## config.mk

```make
export PLATFORM = sky130hd
export DESIGN_NAME = rc4tw_ctrl
export DESIGN_NICKNAME = d
export VERILOG_FILES = /design/src/rc4tw_pkg.sv /design/src/rc4tw_ctrl.sv
export SDC_FILE = /design/constraint.sdc
export NUM_CORES = 1
export LEC_CHECK = 0
export BUFFER_PORTS_ARGS = -buffer_cell sky130_fd_sc_hd__buf_2
export CELL_PAD_IN_SITES_DETAIL_PLACEMENT = 0
export CELL_PAD_IN_SITES_GLOBAL_PLACEMENT = 2
export CORE_MARGIN = 5
export CORE_UTILIZATION = 26
export DETAILED_ROUTE_END_ITERATION = 8
export PLACE_DENSITY = 0.79
export SYNTH_ARGS = -nofsm -noshare
export SYNTH_HDL_FRONTEND = slang
export SYNTH_SLANG_ARGS = --single-unit
```

## constraint.sdc

```tcl
create_clock -name clk_i -period 2 [get_ports clk_i]
set_clock_uncertainty 0.15 [all_clocks]
set_input_delay 0.1 -clock clk_i [delete_from_list [all_inputs] [get_ports clk_i]]
set_output_delay 0.1 -clock clk_i [all_outputs]
set_load 0.1 [all_outputs]
```

## src/rc4tw_pkg.sv

```systemverilog
// Shared types and constants for the two-direction RC4 keystream engine.
package rc4tw_pkg;

  // Permutation box geometry
  localparam int unsigned BOX_DEPTH = 256;
  localparam int unsigned BOX_AW    = 8;
  localparam logic [BOX_AW-1:0] BOX_LAST = BOX_AW'(BOX_DEPTH - 1);

  // Operation codes carried in the input tuser
  localparam logic OP_REKEY = 1'b0;
  localparam logic OP_CRYPT = 1'b1;

  // Configuration register indexes
  typedef enum logic [1:0] {
    CFG_KEY_LO  = 2'd0,
    CFG_KEY_HI  = 2'd1,
    CFG_KEY_LEN = 2'd2
  } cfg_idx_e;

  // Controller states, one-hot
  typedef enum logic [9:0] {
    S_IDLE  = 10'b00_0000_0001,
    S_INIT  = 10'b00_0000_0010,
    S_KS_RD = 10'b00_0000_0100,
    S_KS_J  = 10'b00_0000_1000,
    S_KS_WN = 10'b00_0001_0000,
    S_KS_WJ = 10'b00_0010_0000,
    S_CR_J  = 10'b00_0100_0000,
    S_CR_WI = 10'b00_1000_0000,
    S_CR_WJ = 10'b01_0000_0000,
    S_DONE  = 10'b10_0000_0000
  } state_e;

  // Controller to datapath commands
  typedef struct packed {
    logic accept;    // capture the input transaction
    logic init_wr;   // identity fill of both boxes
    logic ks_rd;     // schedule: read S[n]
    logic ks_j;      // schedule: update j, read S[j]
    logic ks_wn;     // schedule: write S[n]
    logic ks_wj;     // schedule: write S[j], advance n
    logic cr_j;      // crypt: update j, read S[j]
    logic cr_wi;     // crypt: write S[i], read S[t]
    logic cr_wj;     // crypt: write S[j], form the output byte
    logic load_out;  // move the result into the output register
  } cmd_t;

  // Datapath to controller status
  typedef struct packed {
    logic in_crypt;  // incoming transaction is a crypt
    logic len_zero;  // configured key length is zero
    logic keyed;     // boxes hold a valid permutation
    logic n_last;    // box counter at its final entry
    logic out_free;  // output register can take a result
  } status_t;

endpackage

```

## src/rc4tw_ctrl.sv

```systemverilog
// Sequencer for key schedule and per-byte crypt steps.
module rc4tw_ctrl
  import rc4tw_pkg::*;
(
  input  logic    clk_i,
  input  logic    rst_ni,
  input  logic    in_valid_i,
  output logic    in_ready_o,
  input  status_t status_i,
  output cmd_t    cmd_o
);

  state_e state_q, state_d;

  // Next state and command decode
  always_comb begin
    state_d = state_q;
    cmd_o   = '0;
    unique case (state_q)
      S_IDLE: begin
        if (in_valid_i) begin
          cmd_o.accept = 1'b1;
          if (!status_i.in_crypt) begin
            state_d = status_i.len_zero ? S_DONE : S_INIT;
          end else begin
            state_d = status_i.keyed ? S_CR_J : S_DONE;
          end
        end
      end
      S_INIT: begin
        cmd_o.init_wr = 1'b1;
        if (status_i.n_last) begin
          state_d = S_KS_RD;
        end
      end
      S_KS_RD: begin
        cmd_o.ks_rd = 1'b1;
        state_d     = S_KS_J;
      end
      S_KS_J: begin
        cmd_o.ks_j = 1'b1;
        state_d    = S_KS_WN;
      end
      S_KS_WN: begin
        cmd_o.ks_wn = 1'b1;
        state_d     = S_KS_WJ;
      end
      S_KS_WJ: begin
        cmd_o.ks_wj = 1'b1;
        state_d     = status_i.n_last ? S_DONE : S_KS_RD;
      end
      S_CR_J: begin
        cmd_o.cr_j = 1'b1;
        state_d    = S_CR_WI;
      end
      S_CR_WI: begin
        cmd_o.cr_wi = 1'b1;
        state_d     = S_CR_WJ;
      end
      S_CR_WJ: begin
        cmd_o.cr_wj = 1'b1;
        state_d     = S_DONE;
      end
      S_DONE: begin
        if (status_i.out_free) begin
          cmd_o.load_out = 1'b1;
          state_d        = S_IDLE;
        end
      end
      default: state_d = S_IDLE;
    endcase
  end

  always_ff @(posedge clk_i or negedge rst_ni) begin
    if (!rst_ni) begin
      state_q <= S_IDLE;
    end else begin
      state_q <= state_d;
    end
  end

  assign in_ready_o = (state_q == S_IDLE);

  // Crypt on an unkeyed engine goes straight to the result
  a_bypass_direct: assert property (@(posedge clk_i) disable iff (!rst_ni)
    (cmd_o.accept && status_i.in_crypt && !status_i.keyed) |=> (state_q == S_DONE))
    else $error("bypass crypt did not go straight to result");

  // Schedule ends after the last box entry
  a_sched_end: assert property (@(posedge clk_i) disable iff (!rst_ni)
    (state_q == S_KS_WJ && status_i.n_last) |=> (state_q == S_DONE))
    else $error("key schedule did not finish on last entry");

  // A result is only loaded on the way back to idle
  a_load_idle: assert property (@(posedge clk_i) disable iff (!rst_ni)
    cmd_o.load_out |=> (state_q == S_IDLE))
    else $error("result load not followed by idle");

endmodule

```

# == Word level (Yosys, flattened, before mapping) ==
# Index checks and enable logic that the tools add are counted.
# totals
ff_bits,10
latchBits,0
ram_bits,0
mem_bits_ro,0
in_bits,8
output_inout_bits,11
word_cells,35
n_memories,0
# op_classes
add_sub_neg,0
mul,0
div,0
order_cmp,0
n_eq_ne,13
shifts,0
muxes,20
bitwise_logic,0
n_reduce_logical,1
# op_table
cell,count
$pmux W10 S10,1
$mux W10,7
$mux W1,12
$eq A10 B1 Y1 const B,1
$eq A10 B10 Y1 const B,1
$eq A10 B2 Y1 const B,1
$eq A10 B3 Y1 const B,1
$eq A10 B4 Y1 const B,1
$eq A10 B5 Y1 const B,1
$eq A10 B6 Y1 const B,1
$eq A10 B7 Y1 const B,1
$eq A10 B8 Y1 const B,1
$eq A10 B9 Y1 const B,1
$ne A2 B2 Y1 const B,3
$reduce_and A3 Y1,1

# == Depth between registers and ports, before layout ==
# Gate-level depths: netlist of run 1.
# logic_depth
ltp_word,4
ltp_mapped,6
ltp_nobuf,5

# == Worst setup path after synthesis of run 1 ==
# OpenSTA, ideal clock, no wires.
# synth_timing
path_type,reg-to-output
startpoint,register state_q[1]
endpoint,output cmd_o[2] in the netlist's numbering
t_arrival_ns,3.987
required_time_ns,1.750
path_slack_ns,-2.237
stages_incl_launch_ff,5
n_path_buf,1
cell_sequence,dfrtp_1 > clkbuf_1 > nor4_1 > nand2_1 > nor4_1
# synth_lines
item,line,text
from (decl),rc4tw_ctrl.sv:13,"state_e state_q, state_d;"
from (signal assigned),rc4tw_ctrl.sv:78,state_q <= state_d;
to (decl),rc4tw_ctrl.sv:10,output cmd_t cmd_o

==> results of run 1 <==
-- logic make-up after synthesis --
family / Yosys count / share of synthesized area
xor gates and xnor gates: 2 / 0.0252
muxes: 1 / 0.0162
DFF: 10 / 0.362
AOI/OAI and AO/OA: 11 / 0.130
buffers and inverters: 9 / 0.0612
and+or+nand+nor: 44 / 0.405
-- cells in the final DEF (no fill, tap or decap), drive strengths merged, types with 2 or more instances in the layout --
master,netlist,routed
buf,2,50
dfrtp,9,9
nor2,8,8
dlygate4sd3,0,6
nor4,6,6
nor3b,6,6
nand2b,4,4
clkbuf,3,4
or4b,3,3
nand2,3,3
nor3,3,3
or4,2,2
clkinvlp,0,2
o21ai,2,2
nand3,2,2
inv,4,2
and3,2,2
o22ai,2,2
-- metrics by stage --
stage,total power [mW],utilization,hold WS [ns]
2_1_floorplan,0.840,-,-0.346
3_3_place_gp,1.12,0.477,-0.171
3_5_place_dp,1.13,0.477,-0.168
4_1_cts,1.42,0.549,-0.000504
5_1_grt,1.54,0.596,0.0169
6_report,1.47,0.596,0.00243
-- area by class of cell --
type | count | area (um^2)
repair buffers | 56 | 578
fillers | 223 | 1020
clock buffers | 4 | 36.3
well taps | 30 | 37.5
multi-input cells | 58 | 563
inverters | 4 | 35.0
flip-flops and latches | 10 | 253
-- power breakdown --
| group | internal (mW) | switching, mW |
|---|---|---|
| Combinational | 0.450 | 0.564 |
| Clock | 0.110 | 0.0791 |
| Sequential | 0.236 | 0.0346 |
-- routing by layer --
metal | vias up | routed length, um
met2 | 17 | 1360
met4 | 0 | 28
met1 | 427 | 1000
li1 | 401 | -
met5 | - | 0
met3 | 2 | 55
-- worst max-delay path by stage --
stage | from | end | slack [ns] | depth (start not counted)
2_1_floorplan | state_q[4]$_DFFE_PN0P_ | state_q[2]$_DFFE_PN0P_ | -0.61 | 4
6_report | state_q[4]$_DFFE_PN0P_ | cmd_o[9] | -0.38 | 6
3_3_place_gp | state_q[4]$_DFFE_PN0P_ | cmd_o[9] | -0.06 | 6
4_1_cts | state_q[4]$_DFFE_PN0P_ | cmd_o[9] | -0.39 | 6
5_1_grt | state_q[4]$_DFFE_PN0P_ | cmd_o[9] | -0.43 | 6
3_5_place_dp | state_q[4]$_DFFE_PN0P_ | cmd_o[9] | -0.1 | 6
-- critical path, stage by stage, from the launching register on --
cell	delay (ns)
dfrtp_1	0.38
or4_4	0.54
or4_4	0.56
inv_12	0.08
nand2_4	0.06
clkinvlp_4	0.08
buf_12	0.16
-- repair_timing --
item | 4_1_cts | 5_1_grt
pin swaps | 8 | 12
setup endpoints to repair | 15 | 15
endpoints found under the hold margin | 14 | 0
hold buffers | 6 | 0
resized for setup | 8 | 9
setup buffers | 7 | 11
==> results.cfg, run 1 <==
[sta]
setup_viol = 12
fmax_ghz = 0.420
tightest_slew_ns = 0.392
relSlewSlack = 0.737
rsz0062_at_grt = yes
final.setup.tns_ns = -2.07
worst_slack_ns = -0.379
period_needed_ns = 2.38
drv_slew = 0
hold_violations = 0
fin_crit_sh = 1.19

[die]
initial_core_util = 0.275
rows = 18
dieHeight_um = 61.7
die_area_um2 = 3800
fp.dieW_um = 61.7
core_area_um2 = 2520
pin_count = 19

[critical_path]
r2r_end = state_q[9]$_DFFE_PN0P_
cp-start-kind = flip-flop
worstSetupPathType = flip-flop to output port
end_kind = output port
reg2reg_slack_ns = -0.17
worst-path-max-fanout = 3
reg2reg_depth = 8
cp.arrival_ns = 2.13
worstPathRequired_ns = 1.75
r2r-start = state_q[4]$_DFFE_PN0P_

[place]
detailed_place_hpwl_um = 1690
post_dp_cell_area_um2 = 1200
portBuffers = 18
place_inst = 135
place.gp.congestion = 0.814
pre_cts_ws_ns = -0.0998

[cells_and_area]
n_antenna_cell = 0
reg_top3 = state_q x10
area_growth_pct = 116
largest_register = state_q
drive_gt1_frac = 0.629
largest_reg_flops = 10
final_nets = 141
final_area_um2 = 1500
instances_no_fill = 162

[synth]
yosys_warnings = 0
synth.most_common_cell = dfrtp_1
synth_common_cells = dfrtp_1 (9), nor2_1 (8), nor3b_1 (6), nor4_1 (6), nand2b_1 (4)
synth.top_cell.area_share = 0.324
syn_avg_cell_area_um2 = 9.02
syn_area_um2 = 694
synthFlopType = dfrtp_1
synth_fp_nets = 85
synth_edf_count = 0
ys_ff_latch = 10
async_flop_share = 1.00
yosys-top-cells-area = dfrtp_1 (32%), nor3b_1 (6.5%), nor4_1 (5.4%)
ys_seq_area_frac = 0.362
netlist_instances = 77
synth.distinct_cells = 36
synth_largest_area_cell = dfrtp_1

[power_and_ir_drop]
ir_drop_uv = 701
power_density_nw_per_um2 = 981
p_leak_nw = 0.636

[grt]
met2_usage = 0.250
gr-usage-met3 = 0.0147
grt_max_degree = 11
antenna_found_initial = 0
overflow = 0
track_usage = 0.140
grt.busiest_layer = met2
grt_pass1_wl_um = 3910
grt_pass1_vias = 865
grt_use_met1 = 0.170

[run_status]
status = finished with violations
violations = setup timing

[clocking]
clk_latency_ns = 0.27
htree_levels = 1
ctsRootBufferMaster = clkbuf_4
cts_sinks = 10
cts_buffers = 3
clkSlewWorstSetupHoldPaths_ns = 0.07
cts_buffer_depth = 2
tritoncts = yes

[detailed_routing]
drt_iter0_markers = 25
routed_via_density = 5.23
antenna_left = 0
drt-wirelength-per-cell_um = 15.1
drt_pre_antenna_iters = 4
drt-total-wl_um = 2450
route.detailed.drc = 0
num_vias = 847

[min_path]
hold_path_depth = 3
hold_class = input pin to flip-flop
holdPathEnd = state_q[1]$_DFFE_PN0P_
min_from = in_valid_i

[job]
cap_violations = 0
Power figures use the tool's default switching activity.
==> inputs of run 2 (changes only) <==
--- a/config.mk
+++ b/config.mk
@@ -9,9 +9,9 @@
 export CELL_PAD_IN_SITES_DETAIL_PLACEMENT = 0
 export CELL_PAD_IN_SITES_GLOBAL_PLACEMENT = 2
 export CORE_MARGIN = 5
-export CORE_UTILIZATION = 26
+export CORE_UTILIZATION = 29
 export DETAILED_ROUTE_END_ITERATION = 8
-export PLACE_DENSITY = 0.79
+export PLACE_DENSITY = 0.82
 export SYNTH_ARGS = -nofsm -noshare
 export SYNTH_HDL_FRONTEND = slang
 export SYNTH_SLANG_ARGS = --single-unit
==> constraint.sdc (replaced) <==
create_clock -name clk_i -period 2.6 [get_ports clk_i]
set_clock_uncertainty 0.15 [all_clocks]
set_input_delay 0.13 -clock clk_i [delete_from_list [all_inputs] [get_ports clk_i]]
set_output_delay 0.13 -clock clk_i [all_outputs]
set_load 0.1 [all_outputs]
==> run 2 against run 1 <==
Flip-flop and latch count is the same. Final cell count shrank 19%. Critical endpoint unchanged. Final area shrank 31%. Hold slack gained 0.10 ns. Worst setup slack gained 0.46 ns. The flow now finishes without violations. Wire length shrank 22%.
==> results.cfg, run 2 (same netlist as run 1, synthesis figures left out) <==
[cells_and_area]
mostFrequentLayoutCells = buf_2 (13), dfrtp_1 (9), nor2_1 (8)
drive_gt1_frac = 0.408
instances_no_fill = 131
final_area_um2 = 1030
mostFrequentLayoutCell = buf_2
largest_reg_flops = 10
area_growth_pct = 48.8
final_nets = 112
n_antenna_cell = 0
fill_cells = 239
post-route-util = 0.458
reg_top3 = state_q x10
largest_register = state_q

[detailed_routing]
antenna_left = 0
drt_iter0_markers = 8
route.detailed.drc = 0
num_vias = 688
met2_length_um = 883
drt-total-wl_um = 1920
drt_pre_antenna_iters = 4
dr_wl_met3_um = 113
top_layer = met3
routed_via_density = 5.25
m1WireLength_um = 928
drt-wirelength-per-cell_um = 14.7

[critical_path]
worstPathRequired_ns = 2.32
end_kind = output port
path_depth = 6
cp_cell_sequence = or4_4, or4_4, inv_4, nand2_2, clkinvlp_4, buf_12
critPathBufInv = 3
worstSetupPathType = flip-flop to output port
reg2reg_depth = 5
crit_family = simple AND/OR/NAND/NOR gates
cp_common_cell = or4_4
cp.arrival_ns = 2.24
cp_slowest_cell = or4_4
worst-path-max-fanout = 7
cp-start-kind = flip-flop
slowest_delay_ns = 0.57

[grt]
antenna_found_initial = 0
grt_pass1_wl_um = 3150
grt_max_degree = 11
overflow = 0
grt_pass1_vias = 696
track_usage = 0.120

[power_and_ir_drop]
switching_share = 0.478
p_switching_mw = 0.415
power_density_nw_per_um2 = 840
pwr-share-clk = 0.166
internal_power_mw = 0.454
pwr-share-seq = 0.259
power.share.combinational = 0.575
power_mw = 0.869
p_leak_nw = 0.453
ir_drop_uv = 595

[die]
core_area_um2 = 2250
die_area_um2 = 3470
initial_core_util = 0.308
fp.dieW_um = 58.9
rows = 17
dieHeight_um = 58.9
pin_count = 19

[place]
detailed_place_hpwl_um = 1460
portBuffers = 18
pre_cts_ws_ns = 0.381
place_inst = 121
place.gp.congestion = 0.864
post_dp_cell_area_um2 = 928

[clocking]
htree_levels = 1
cts_sinks = 10
cts_buffer_depth = 2
cts_setup_buffers = 0
cts_buffers = 3
clk_latency_ns = 0.27
clkSlewWorstSetupHoldPaths_ns = 0.07
ctsRootBufferMaster = clkbuf_4
tritoncts = yes

[sta]
hold_violations = 0
rsz0062_at_grt = no
fin_crit_sh = 0.970
worst_slack_ns = 0.0772
fmax_ghz = 0.396
period_needed_ns = 2.52
hold_slack_ns = 0.104
final.setup.tns_ns = 0
setup_viol = 0
relSlewSlack = 0.678
drv_slew = 0
tightest_slew_ns = 0.487

[job]
cap_violations = 0

[min_path]
hold_class = input pin to async pin

[run_status]
status = finished, final reports clean
run 2: cell type report:
cell class                      instances  area [um^2]  area share
Sequential cell                        10          251       0.243
Tap cell                               28         35.0      0.0339
Inverter                                4         21.3      0.0206
Clock buffer                            4         36.3      0.0351
Multi-Input combinational cell         58          454       0.439
Timing Repair Buffer                   27          235       0.228
run 2: final timing paths:
kind | startpoint | to | slack, ns
worst min register to register | state_q[4]$_DFFE_PN0P_ | state_q[7]$_DFFE_PN0P_ | 0.50
max in group asynchronous | rst_ni | state_q[0]$_DFFE_PN1P_ | 1.94
min in group clk_i | status_i[2] | state_q[6]$_DFFE_PN0P_ | 0.12
worst min-delay path | rst_ni | state_q[1]$_DFFE_PN0P_ | 0.10
worst max-delay path | state_q[6]$_DFFE_PN0P_ | cmd_o[9] | 0.08
worst max register to register | state_q[6]$_DFFE_PN0P_ | state_q[1]$_DFFE_PN0P_ | 0.45
run 2: timing repair:
action	CTS	global route
gates resized for setup	0	2
hold buffers	6	0
endpoints found under the setup margin	0	4
endpoints found under the hold margin	13	0
run 2: power groups by stage:
stage          clock network [mW]  registers, mW  logic (mW)
2_1_floorplan                   0          0.206       0.365
3_3_place_gp                    0          0.224       0.491
3_5_place_dp                    0          0.225       0.491
4_1_cts                     0.149          0.222       0.499
5_1_grt                     0.161          0.231       0.528
6_report                    0.144          0.225       0.499
run 2: metal layers:
layer,vias up,track usage
met5,-,0
met4,0,0.0291
met3,0,0.0417
met2,19,0.186
met1,324,0.160
li1,345,-
run 2: worst reg2reg max path: stages, from the launching register on:
cell and delay (ns):
dfrtp_1 0.46, or4_4 0.54, or4_4 0.57, inv_4 0.09
nand2_2 0.07, o32ai_2 0.19
